$ cat src/swam_pkg.sv
// swam_pkg: shared constants and types for the sliding window anagram matcher.
// No dependencies; used by swam_lane, swam_ram users and the top level.
package swam_pkg;

   localparam int MAX_PATTERN = 64;
   localparam int ALPHABET    = 26;

   localparam int MODE_W   = 2;
   localparam int LETTER_W = 5;
   // counts up to MAX_PATTERN inclusive
   localparam int CNT_W    = $clog2(MAX_PATTERN + 1);
   localparam int HIST_AW  = (MAX_PATTERN > 1) ? $clog2(MAX_PATTERN) : 1;

   typedef enum logic [MODE_W-1:0] {
      MODE_PATTERN = 2'd0,
      MODE_TEXT    = 2'd1,
      MODE_RESTART = 2'd2,
      MODE_CLEAR   = 2'd3
   } mode_type;

   typedef struct packed {
      mode_type            mode;
      logic [LETTER_W-1:0] letter;
   } req_type;

   typedef struct packed {
      logic window_match;
      logic any_match;
      logic pattern_overflow;
   } rsp_type;

   // per-letter count controls
   typedef struct packed {
      logic clr_pat;
      logic clr_win;
      logic pat_inc;
      logic win_inc;
      logic win_dec;
   } lane_ctl_type;

endpackage

$ cat src/swam_ram.sv
// swam_ram: generic single-write, single-read RAM with registered read data.
// Read returns the old contents on a same-address write. No dependencies.
module swam_ram #(
   parameter int WIDTH = 8,
   parameter int DEPTH = 64,
   parameter int AW    = (DEPTH > 1) ? $clog2(DEPTH) : 1
) (
   input  logic             clock,
   input  logic             wr_en,
   input  logic [AW-1:0]    wr_addr,
   input  logic [WIDTH-1:0] wr_data,
   input  logic [AW-1:0]    rd_addr,
   output logic [WIDTH-1:0] rd_data
);

   logic [WIDTH-1:0] mem_ff [DEPTH];
   logic [WIDTH-1:0] rd_data_ff;

   always_ff @(posedge clock) begin
      if (wr_en) begin
         mem_ff[wr_addr] <= wr_data;
      end
      rd_data_ff <= mem_ff[rd_addr];
   end

   assign rd_data = rd_data_ff;

endmodule

$ cat src/swam_lane.sv
// swam_lane: pattern and window counts of one letter, plus their equality.
// Depends on swam_pkg.
module swam_lane (
   input  logic                   clock,
   input  logic                   reset,
   input  swam_pkg::lane_ctl_type ctl,
   output logic                   eq_next
);

   logic [swam_pkg::CNT_W-1:0] pat_cnt_ff, pat_cnt_in;
   logic [swam_pkg::CNT_W-1:0] win_cnt_ff, win_cnt_in;
   logic                       dec_ok;

   // window count never drops below zero
   assign dec_ok = ctl.win_dec && (win_cnt_ff != '0);

   always_comb begin
      if (ctl.clr_pat) begin
         pat_cnt_in = '0;
      end else if (ctl.pat_inc) begin
         pat_cnt_in = pat_cnt_ff + swam_pkg::CNT_W'(1);
      end else begin
         pat_cnt_in = pat_cnt_ff;
      end

      if (ctl.clr_win) begin
         win_cnt_in = '0;
      end else if (ctl.win_inc && !dec_ok) begin
         win_cnt_in = win_cnt_ff + swam_pkg::CNT_W'(1);
      end else if (!ctl.win_inc && dec_ok) begin
         win_cnt_in = win_cnt_ff - swam_pkg::CNT_W'(1);
      end else begin
         win_cnt_in = win_cnt_ff;
      end
   end

   assign eq_next = (pat_cnt_in == win_cnt_in);

   always_ff @(posedge clock) begin
      if (reset) begin
         pat_cnt_ff <= '0;
         win_cnt_ff <= '0;
      end else begin
         pat_cnt_ff <= pat_cnt_in;
         win_cnt_ff <= win_cnt_in;
      end
   end

endmodule

$ cat src/sliding_window_anagram_matcher.sv
// Sliding window anagram matcher: result registered at the edge that accepts
// the beat; throughput one beat per cycle while req_ready is high.
// A two-entry result buffer (output register plus skid) keeps req_ready high
// while one finished result waits on rsp_ready.
// Synchronous reset clears all counts, pointers and flags at once; the text
// history RAM is not cleared, since only entries written since the last restart are read.
module sliding_window_anagram_matcher (
   input  logic              clock,
   input  logic              reset,
   input  logic              req_valid,
   output logic              req_ready,
   input  swam_pkg::req_type req_data,
   output logic              rsp_valid,
   input  logic              rsp_ready,
   output swam_pkg::rsp_type rsp_data
);

   localparam int CW = swam_pkg::CNT_W;
   localparam int AW = swam_pkg::HIST_AW;
   localparam int LW = swam_pkg::LETTER_W;
   localparam int NL = swam_pkg::ALPHABET;

   // ---------------------------------------------------------------
   // State
   // ---------------------------------------------------------------
   logic [CW-1:0] len_ff,  len_in;     // pattern length
   logic [CW-1:0] fill_ff, fill_in;    // letters in the window
   logic [AW-1:0] ptr_ff,  ptr_in;     // next history slot
   logic          seen_ff, seen_in;    // sticky match since restart

   // history read bypass for a slot written in the same cycle it is read
   logic          byp_v_ff, byp_v_in;
   logic [LW-1:0] byp_data_ff;

   // result buffer
   logic              main_v_ff, main_v_in;
   logic              skid_v_ff, skid_v_in;
   swam_pkg::rsp_type main_ff, main_in;
   swam_pkg::rsp_type skid_ff, skid_in;

   // ---------------------------------------------------------------
   // Decode of the accepted beat
   // ---------------------------------------------------------------
   logic          accept;
   logic          letter_ok;
   logic          is_pat, is_text, is_restart, is_clear;
   logic          pat_take, pat_drop;
   logic          text_take, text_evict;
   logic [LW-1:0] old_letter, ram_rd_data;
   logic [AW-1:0] rd_addr;
   logic [CW:0]   old_diff;
   logic          match_next;
   logic [NL-1:0] lane_eq;
   swam_pkg::rsp_type rsp_new;

   assign req_ready = !skid_v_ff;
   assign accept    = req_valid && req_ready;

   assign letter_ok  = ({{(32-LW){1'b0}}, req_data.letter} < 32'(NL));
   assign is_pat     = accept && (req_data.mode == swam_pkg::MODE_PATTERN);
   assign is_text    = accept && (req_data.mode == swam_pkg::MODE_TEXT);
   assign is_restart = accept && (req_data.mode == swam_pkg::MODE_RESTART);
   assign is_clear   = accept && (req_data.mode == swam_pkg::MODE_CLEAR);

   assign pat_take   = is_pat && letter_ok && (len_ff < CW'(swam_pkg::MAX_PATTERN));
   assign pat_drop   = is_pat && letter_ok && !pat_take;
   assign text_take  = is_text && letter_ok && (len_ff != '0);
   // window full: oldest letter leaves as the new one enters
   assign text_evict = text_take && (fill_ff >= len_ff);

   assign old_letter = byp_v_ff ? byp_data_ff : ram_rd_data;

   // ---------------------------------------------------------------
   // Next state of pointers and flags
   // ---------------------------------------------------------------
   always_comb begin
      len_in  = len_ff;
      fill_in = fill_ff;
      ptr_in  = ptr_ff;
      if (is_clear) begin
         len_in  = '0;
         fill_in = '0;
         ptr_in  = '0;
      end else if (is_restart) begin
         fill_in = '0;
         ptr_in  = '0;
      end else if (pat_take) begin
         len_in = len_ff + CW'(1);
      end else if (text_take) begin
         if (!text_evict) begin
            fill_in = fill_ff + CW'(1);
         end
         if (ptr_ff == AW'(swam_pkg::MAX_PATTERN - 1)) begin
            ptr_in = '0;
         end else begin
            ptr_in = ptr_ff + AW'(1);
         end
      end
   end

   // Slot of the oldest window letter for the next beat: (ptr - fill) mod depth.
   // Read ahead so the registered RAM output is ready when the beat comes.
   always_comb begin
      old_diff = {{(CW + 1 - AW){1'b0}}, ptr_in} + (CW + 1)'(swam_pkg::MAX_PATTERN)
               - {1'b0, fill_in};
      if (old_diff >= (CW + 1)'(swam_pkg::MAX_PATTERN)) begin
         old_diff = old_diff - (CW + 1)'(swam_pkg::MAX_PATTERN);
      end
      rd_addr = old_diff[AW-1:0];
   end

   assign byp_v_in = text_take && (ptr_ff == rd_addr);

   swam_ram #(
      .WIDTH (LW),
      .DEPTH (swam_pkg::MAX_PATTERN)
   ) u_hist (
      .clock   (clock),
      .wr_en   (text_take),
      .wr_addr (ptr_ff),
      .wr_data (req_data.letter),
      .rd_addr (rd_addr),
      .rd_data (ram_rd_data)
   );

   // ---------------------------------------------------------------
   // Letter lanes: one pair of counts per letter
   // ---------------------------------------------------------------
   for (genvar i = 0; i < NL; i++) begin : g_lane
      swam_pkg::lane_ctl_type ctl;

      always_comb begin
         ctl.clr_pat = is_clear;
         ctl.clr_win = is_clear || is_restart;
         ctl.pat_inc = pat_take && ({{(32-LW){1'b0}}, req_data.letter} == 32'(i));
         ctl.win_inc = text_take && ({{(32-LW){1'b0}}, req_data.letter} == 32'(i));
         ctl.win_dec = text_evict && ({{(32-LW){1'b0}}, old_letter} == 32'(i));
      end

      swam_lane u_lane (
         .clock   (clock),
         .reset   (reset),
         .ctl     (ctl),
         .eq_next (lane_eq[i])
      );
   end

   // all letters balanced means the window is an anagram of the pattern
   assign match_next = &lane_eq;
   assign seen_in    = ((is_clear || is_restart) ? 1'b0 : seen_ff) | match_next;

   always_comb begin
      rsp_new.window_match     = match_next;
      rsp_new.any_match        = seen_in;
      rsp_new.pattern_overflow = pat_drop;
   end

   // ---------------------------------------------------------------
   // Result buffer
   // ---------------------------------------------------------------
   always_comb begin
      main_v_in = main_v_ff;
      skid_v_in = skid_v_ff;
      main_in   = main_ff;
      skid_in   = skid_ff;
      if (main_v_ff && rsp_ready) begin
         if (skid_v_ff) begin
            main_in   = skid_ff;
            skid_v_in = 1'b0;
         end else begin
            main_v_in = accept;
            main_in   = rsp_new;
         end
      end else if (accept) begin
         if (!main_v_ff) begin
            main_v_in = 1'b1;
            main_in   = rsp_new;
         end else begin
            skid_v_in = 1'b1;
            skid_in   = rsp_new;
         end
      end
   end

   assign rsp_valid = main_v_ff;
   assign rsp_data  = main_ff;

   always_ff @(posedge clock) begin
      if (reset) begin
         len_ff    <= '0;
         fill_ff   <= '0;
         ptr_ff    <= '0;
         seen_ff   <= 1'b0;
         byp_v_ff  <= 1'b0;
         main_v_ff <= 1'b0;
         skid_v_ff <= 1'b0;
      end else begin
         len_ff    <= len_in;
         fill_ff   <= fill_in;
         ptr_ff    <= ptr_in;
         byp_v_ff  <= byp_v_in;
         main_v_ff <= main_v_in;
         skid_v_ff <= skid_v_in;
         if (accept) begin
            seen_ff <= seen_in;
         end
      end
   end

   always_ff @(posedge clock) begin
      byp_data_ff <= req_data.letter;
      main_ff     <= main_in;
      skid_ff     <= skid_in;
   end

endmodule

$ cat config.mk
export PLATFORM = sky130hd
export DESIGN_NAME = sliding_window_anagram_matcher
export DESIGN_NICKNAME = d
export VERILOG_FILES = /design/src/swam_pkg.sv /design/src/swam_ram.sv /design/src/swam_lane.sv /design/src/sliding_window_anagram_matcher.sv
export SDC_FILE = /design/constraint.sdc
export NUM_CORES = 2
export LEC_CHECK = 0
export ABC_AREA = 1
export BUFFER_PORTS_ARGS = -buffer_cell sky130_fd_sc_hd__buf_2
export CELL_PAD_IN_SITES_DETAIL_PLACEMENT = 0
export CELL_PAD_IN_SITES_GLOBAL_PLACEMENT = 1
export CORE_ASPECT_RATIO = 2
export CORE_MARGIN = 5
export CORE_UTILIZATION = 51
export CTS_CLUSTER_SIZE = 8
export DETAILED_ROUTE_END_ITERATION = 7
export PLACE_DENSITY = 0.9
export SETUP_SLACK_MARGIN = 0.2
export SLEW_MARGIN = 15
export SYNTH_ARGS = -nofsm -noshare
export SYNTH_HDL_FRONTEND = slang
export SYNTH_HIERARCHICAL = 1
export SYNTH_SLANG_ARGS = --single-unit
$ cat constraint.sdc
create_clock -name clock -period 18.32 [get_ports clock]
set_clock_uncertainty 0.15 [all_clocks]
set_input_delay 1.832 -clock clock [delete_from_list [all_inputs] [get_ports clock]]
set_output_delay 1.832 -clock clock [all_outputs]
set_load 0.01 [all_outputs]
* Word level (Yosys, flattened, before mapping)
Memories as Yosys holds them, arrays and structs flattened. A register that Yosys moved wholly into a read port is not among the register bits. Cells that the tools add are included.
Cells by class: eq/ne operators 83, mux-type cells 152, add/sub/neg operators 84, bitwise logic cells 3, $lt $le $gt $ge 4, reductions and logical operators 263
Operators with widths (number):
- 7-bit 2-to-1 mux | 135
- 7-bit by 1-bit adder with 7-bit output (second input constant) | 54
- 7-bit nonzero test | 27
- 7-bit equality test | 26
- 7-bit by 1-bit subtractor with 7-bit output (second input constant) | 26
- 1-bit logical AND | 169
- 5-bit equality test (second input constant) | 20
- 5-bit by 4-bit equality test with 1-bit output (second input constant) | 16
- 1-bit logical NOT | 54
- 5-bit by 3-bit equality test with 1-bit output (second input constant) | 8
- 6-bit 2-to-1 mux | 6
- 26-bit AND reduction | 1
- 5-bit by 2-bit equality test with 1-bit output (second input constant) | 4
- 3-bit 2-to-1 mux | 4
- 5-bit by 1-bit equality test with 1-bit output (second input constant) | 2
- 5-bit logical NOT | 2
- 6-bit by 7-bit adder with 8-bit output (second input constant) | 1
- 8-bit by 7-bit >= comparator with 1-bit output (second input constant) | 1
- 2-bit AND reduction | 4
- 8-bit by 7-bit subtractor with 8-bit output | 1
- 7-bit >= comparator | 1
- 7-bit < comparator (second input constant) | 1
- 6-bit by 1-bit adder with 6-bit output (second input constant) | 1
- 6-bit equality test | 1
- 16 further kinds | 24
Storage, ports and cells: input bits 11, bits in writable memories 320, flip-flop bits (word level) 399, output and inout port bits 5, word-level logic and storage cells 656, memories 1
Memories:
- u_hist.mem_ff | words 64, width 5, read ports 1, clocked after Yosys merged registers in 1, wr ports 1, line swam_ram.sv:16 | logic [WIDTH-1:0] mem_ff [DEPTH];

* Depth between registers and ports, before layout
depth after elaboration 18, depth in mapped cells 29, gate-level depth less buffers 29

* Modules after synthesis
The synthesis kept the hierarchy.
Modules (own cells, without submodules):
- swam_lane | cells an instance 202, instances 26, area each 1174.9 sq um
- swam_ram | cells an instance 1162, instances 1, area each 13387.8 sq um
- sliding_window_anagram_matcher | cells an instance 486, instances 1, area each 2896.5 sq um

* Least setup slack after synthesis
Ideal clock, no wire load.
path kind input-to-reg, start point in req_valid, end point reg main_ff (netlist bit rsp_data[1]) (data pin), setup slack 8.973 ns, stages on the path 16, required time 17.910 ns, arrival time 8.937 ns, path through nand2_4 > nor3_1 > inv_1 > nand3_1 > nand4_1 > nand2_1 > inv_1 > nand2_1 > nor2_2 > nand2_1 > inv_1 > nand3_1 > nor4_1 > nand2_1 > nand2_1 > mux2_2
RTL lines:
- start: declaration | line sliding_window_anagram_matcher.sv:10 | input logic req_valid,
- end signal: assignment | line sliding_window_anagram_matcher.sv:212 | main_ff <= main_in;
- end: declaration | line sliding_window_anagram_matcher.sv:38 | swam_pkg::rsp_type main_ff, main_in;

==> metrics <==
Static Leakage between 20 and 30 nW; DIE HEIGHT between 400 and 500 um; Detailed Route WL 131 mm; Post-CTS Setup Bufs 0; vias per std cell between 5 and 6; Tightest Pin Transition ~1300 ps; post-synthesis sequential area ratio 0.379; MaxCap Viol Count 0; Critical Path Max Stage Delay about 900 ps; number of port buffers 15; synthesis-to-finish area growth 8.03%; clk_lat worst skew between 700 and 800 ps; Reg area 17800 sq um; Worst VDD drop ~0.076 mV; final worst path period need a little over 7000 ps; WP data required around 19000 ps; Hold-fix buffers, CTS 0; Syn Nets around 7.0k; Vias 43.2k; most common cell after layout, fill and taps aside nand2_1; Final ANT Viol Nets 0; fill cell count about 9.0k; CTS sink cnt between 700 and 800; Placement Setup Slack just over 10000 ps; worst min path class reg2reg; CP Launch Point req_data[2]; flops & latches, synth roughly 720; fmax 139 MHz; Slowest cell on crit path nor2_1; First DRT Iteration DRCs approximately 2.3k; startpoint of the worst hold path len_ff[5]$_SDFFE_PP0P_; Setup WS post-layout between 10000 and 15000 ps; crit end category flip-flop; Ant. Diodes 0; area of the multi-input gates ~25000 sq um; H-tree level count 3; Post-DP HPWL between 90 and 100 mm; Worst-path clk slew approximately 50 ps; Post-Syn Area approximately 47000 sq um; Power Density roughly 70 nW/um^2; cell mode on critical path nand2_1; post-CTS sizing 0; YS warnings 6; DR pass1 iterations 5; Slew headroom 0.159; Post-Synthesis Cells between 6k and 7k; Syn Area/Cell between 6 and 7 sq um; Clock Tree Root clkbuf_16; first-pass GRT wire length approximately 210 mm; largest net degree at the start of global routing 109; Reg-to-Reg End rsp_data[1]$_DFFE_PP_; Final period util 0.393; number of global-route vias before repair approximately 42k; antenna violations before repair 0; Setup CP Type in2reg; CTS buffer count 100; Initial Util 0.513; critical-path cell list buf_2 > inv_1 > nand2_1 > nand2_1 > nand3_4 > nor2_1 > nand2_1 > nor2_1 > nand3_4 > nand2_1 > nand2_1 > nand2_1 > nand3_1 > nand2_1 > nand2_1 > nor2_1 > nand2_1 > nor2_2 > nand4_1 > nor4_1 > nand2_1 > nand2_1 > mux2_2; Reg2Reg Setup Slack 11980 ps; crit path DAT between 7000 and 8000 ps; Setup TNS Final 0 ps; most frequent cells in the layout nand2_1 (2272), nor2_1 (989), inv_1 (859); Tot GR Track Use 0.261; Worst setup SP type input pin; wire per inst between 15 and 20 um; Core Region slightly above 90000 sq um; grt ovf 0; Critical R2R Launch len_ff[0]$_SDFFE_PP0P_; R2R depth 24; share of cells above drive strength 1 0.0633; nets roughly 7k; Netlist cell types 39; Longest Clk Path Bufs 3; final setup vio count 0; gpl congestion 0.903; DRC viols 0; floorplan row count 157; die footprint roughly 100000 sq um; CTS tree built; die width 224 um; hold endpoint len_ff[6]$_SDFFE_PP0P_; WHS Path Cells 2; outcome complete, no violations; RSZ-0062 raised after global routing false; Slew Viols, Final 0; final hold vios 0; critical-path maximum fanout 36; I/O pin cnt 16
## through the flow
stage | instance area, sq um | hold slack [ps] | util | std cells | power [mW]
floorplan | 46800 | 302 | - | 6900 | 1.79
global placement | 47700 | 316 | 0.522 | 7976 | 1.84
detailed placement | 47700 | 319 | 0.522 | 7976 | 1.85
CTS | 50600 | 327 | 0.554 | 8131 | 3.59
global route | 50600 | 364 | 0.554 | 8131 | 3.66
finish | 50600 | 324 | 0.554 | 8131 | 3.55
## synthesized netlist by cell type, drive strengths merged
cell	n	area, sq um
nand2	2329	9150
nor2	1074	4520
inv	916	3440
nand3	852	4930
dfxtp	398	7970
edfxtp	326	9790
nand4	302	1890
o21ai	125	723
ha	120	1500
xor2	112	981
buf	108	749
nor3	95	480
a21oi	70	350
clkbuf	50	188
nor4	14	93.8
clkinv	2	8.75
a31oi	1	6.26
fa	1	20.0
mux2	1	11.3
nand2b	1	6.26
nand3b	1	7.51
o22ai	1	6.26
xnor2	1	8.76
## kinds of logic after synthesis
family,Yosys count,synth area share
AND/OR/NAND/NOR,4668,0.450
AO/OA/AOI/OAI,197,0.0232
XOR/XNOR,113,0.0211
flip-flops,724,0.379
multiplexers,1,0.000240
adder cells (fa/ha/maj),121,0.0325
buffers and inverters,1076,0.0937
## metal layers
| layer | global-route usage | vias up | routed length (um) |
|---|---|---|---|
| li1 | - | 22000 | - |
| met1 | 0.238 | 19800 | 43200 |
| met2 | 0.531 | 913 | 73600 |
| met3 | 0.0316 | 406 | 4710 |
| met4 | 0.162 | 0 | 8990 |
| met5 | 0 | - | 0 |
## registers in the layout, indices dropped and copies added (netlist names), 3 cells and up
name                      count
byp_data_ff                   5
skid_ff                       3
len_ff                        7
u_hist/rd_data                5
fill_ff                       7
g_lane.u_lane/win_cnt_ff    182
g_lane.u_lane/pat_cnt_ff    182
ptr_ff                        6
u_hist/mem_ff               320
rsp_data                      3
## layout make-up
class,instances,area share
Clock inverter,8,0.00359
Tap cell,1192,0.0295
Sequential cell,724,0.351
Timing Repair Buffer,42,0.00569
Clock buffer,147,0.0530
Inverter,918,0.0683
Multi-Input combinational cell,5100,0.489
## worst max-delay path, delay by kind of cell
family                 cells  cell delay [ps]
buffers and inverters      2              470
muxes                      1              160
and+or+nand+nor           20             5080
## power breakdown
| group | internal, mW | leakage [nW] | switching (mW) |
|---|---|---|---|
| Sequential | 1.69 | 6.14 | 0.00234 |
| Combinational | 0.0197 | 17.9 | 0.0984 |
| Clock | 1.01 | 1.36 | 0.730 |
## worst max-delay path by stage
stage | end | cells after the start
2_1_floorplan | rsp_data[1]$_DFFE_PP_ | 16
3_3_place_gp | rsp_data[1]$_DFFE_PP_ | 23
3_5_place_dp | rsp_data[1]$_DFFE_PP_ | 23
4_1_cts | rsp_data[1]$_DFFE_PP_ | 23
5_1_grt | rsp_data[1]$_DFFE_PP_ | 23
6_report | rsp_data[1]$_DFFE_PP_ | 23
(Power assumes the default switching activity.)
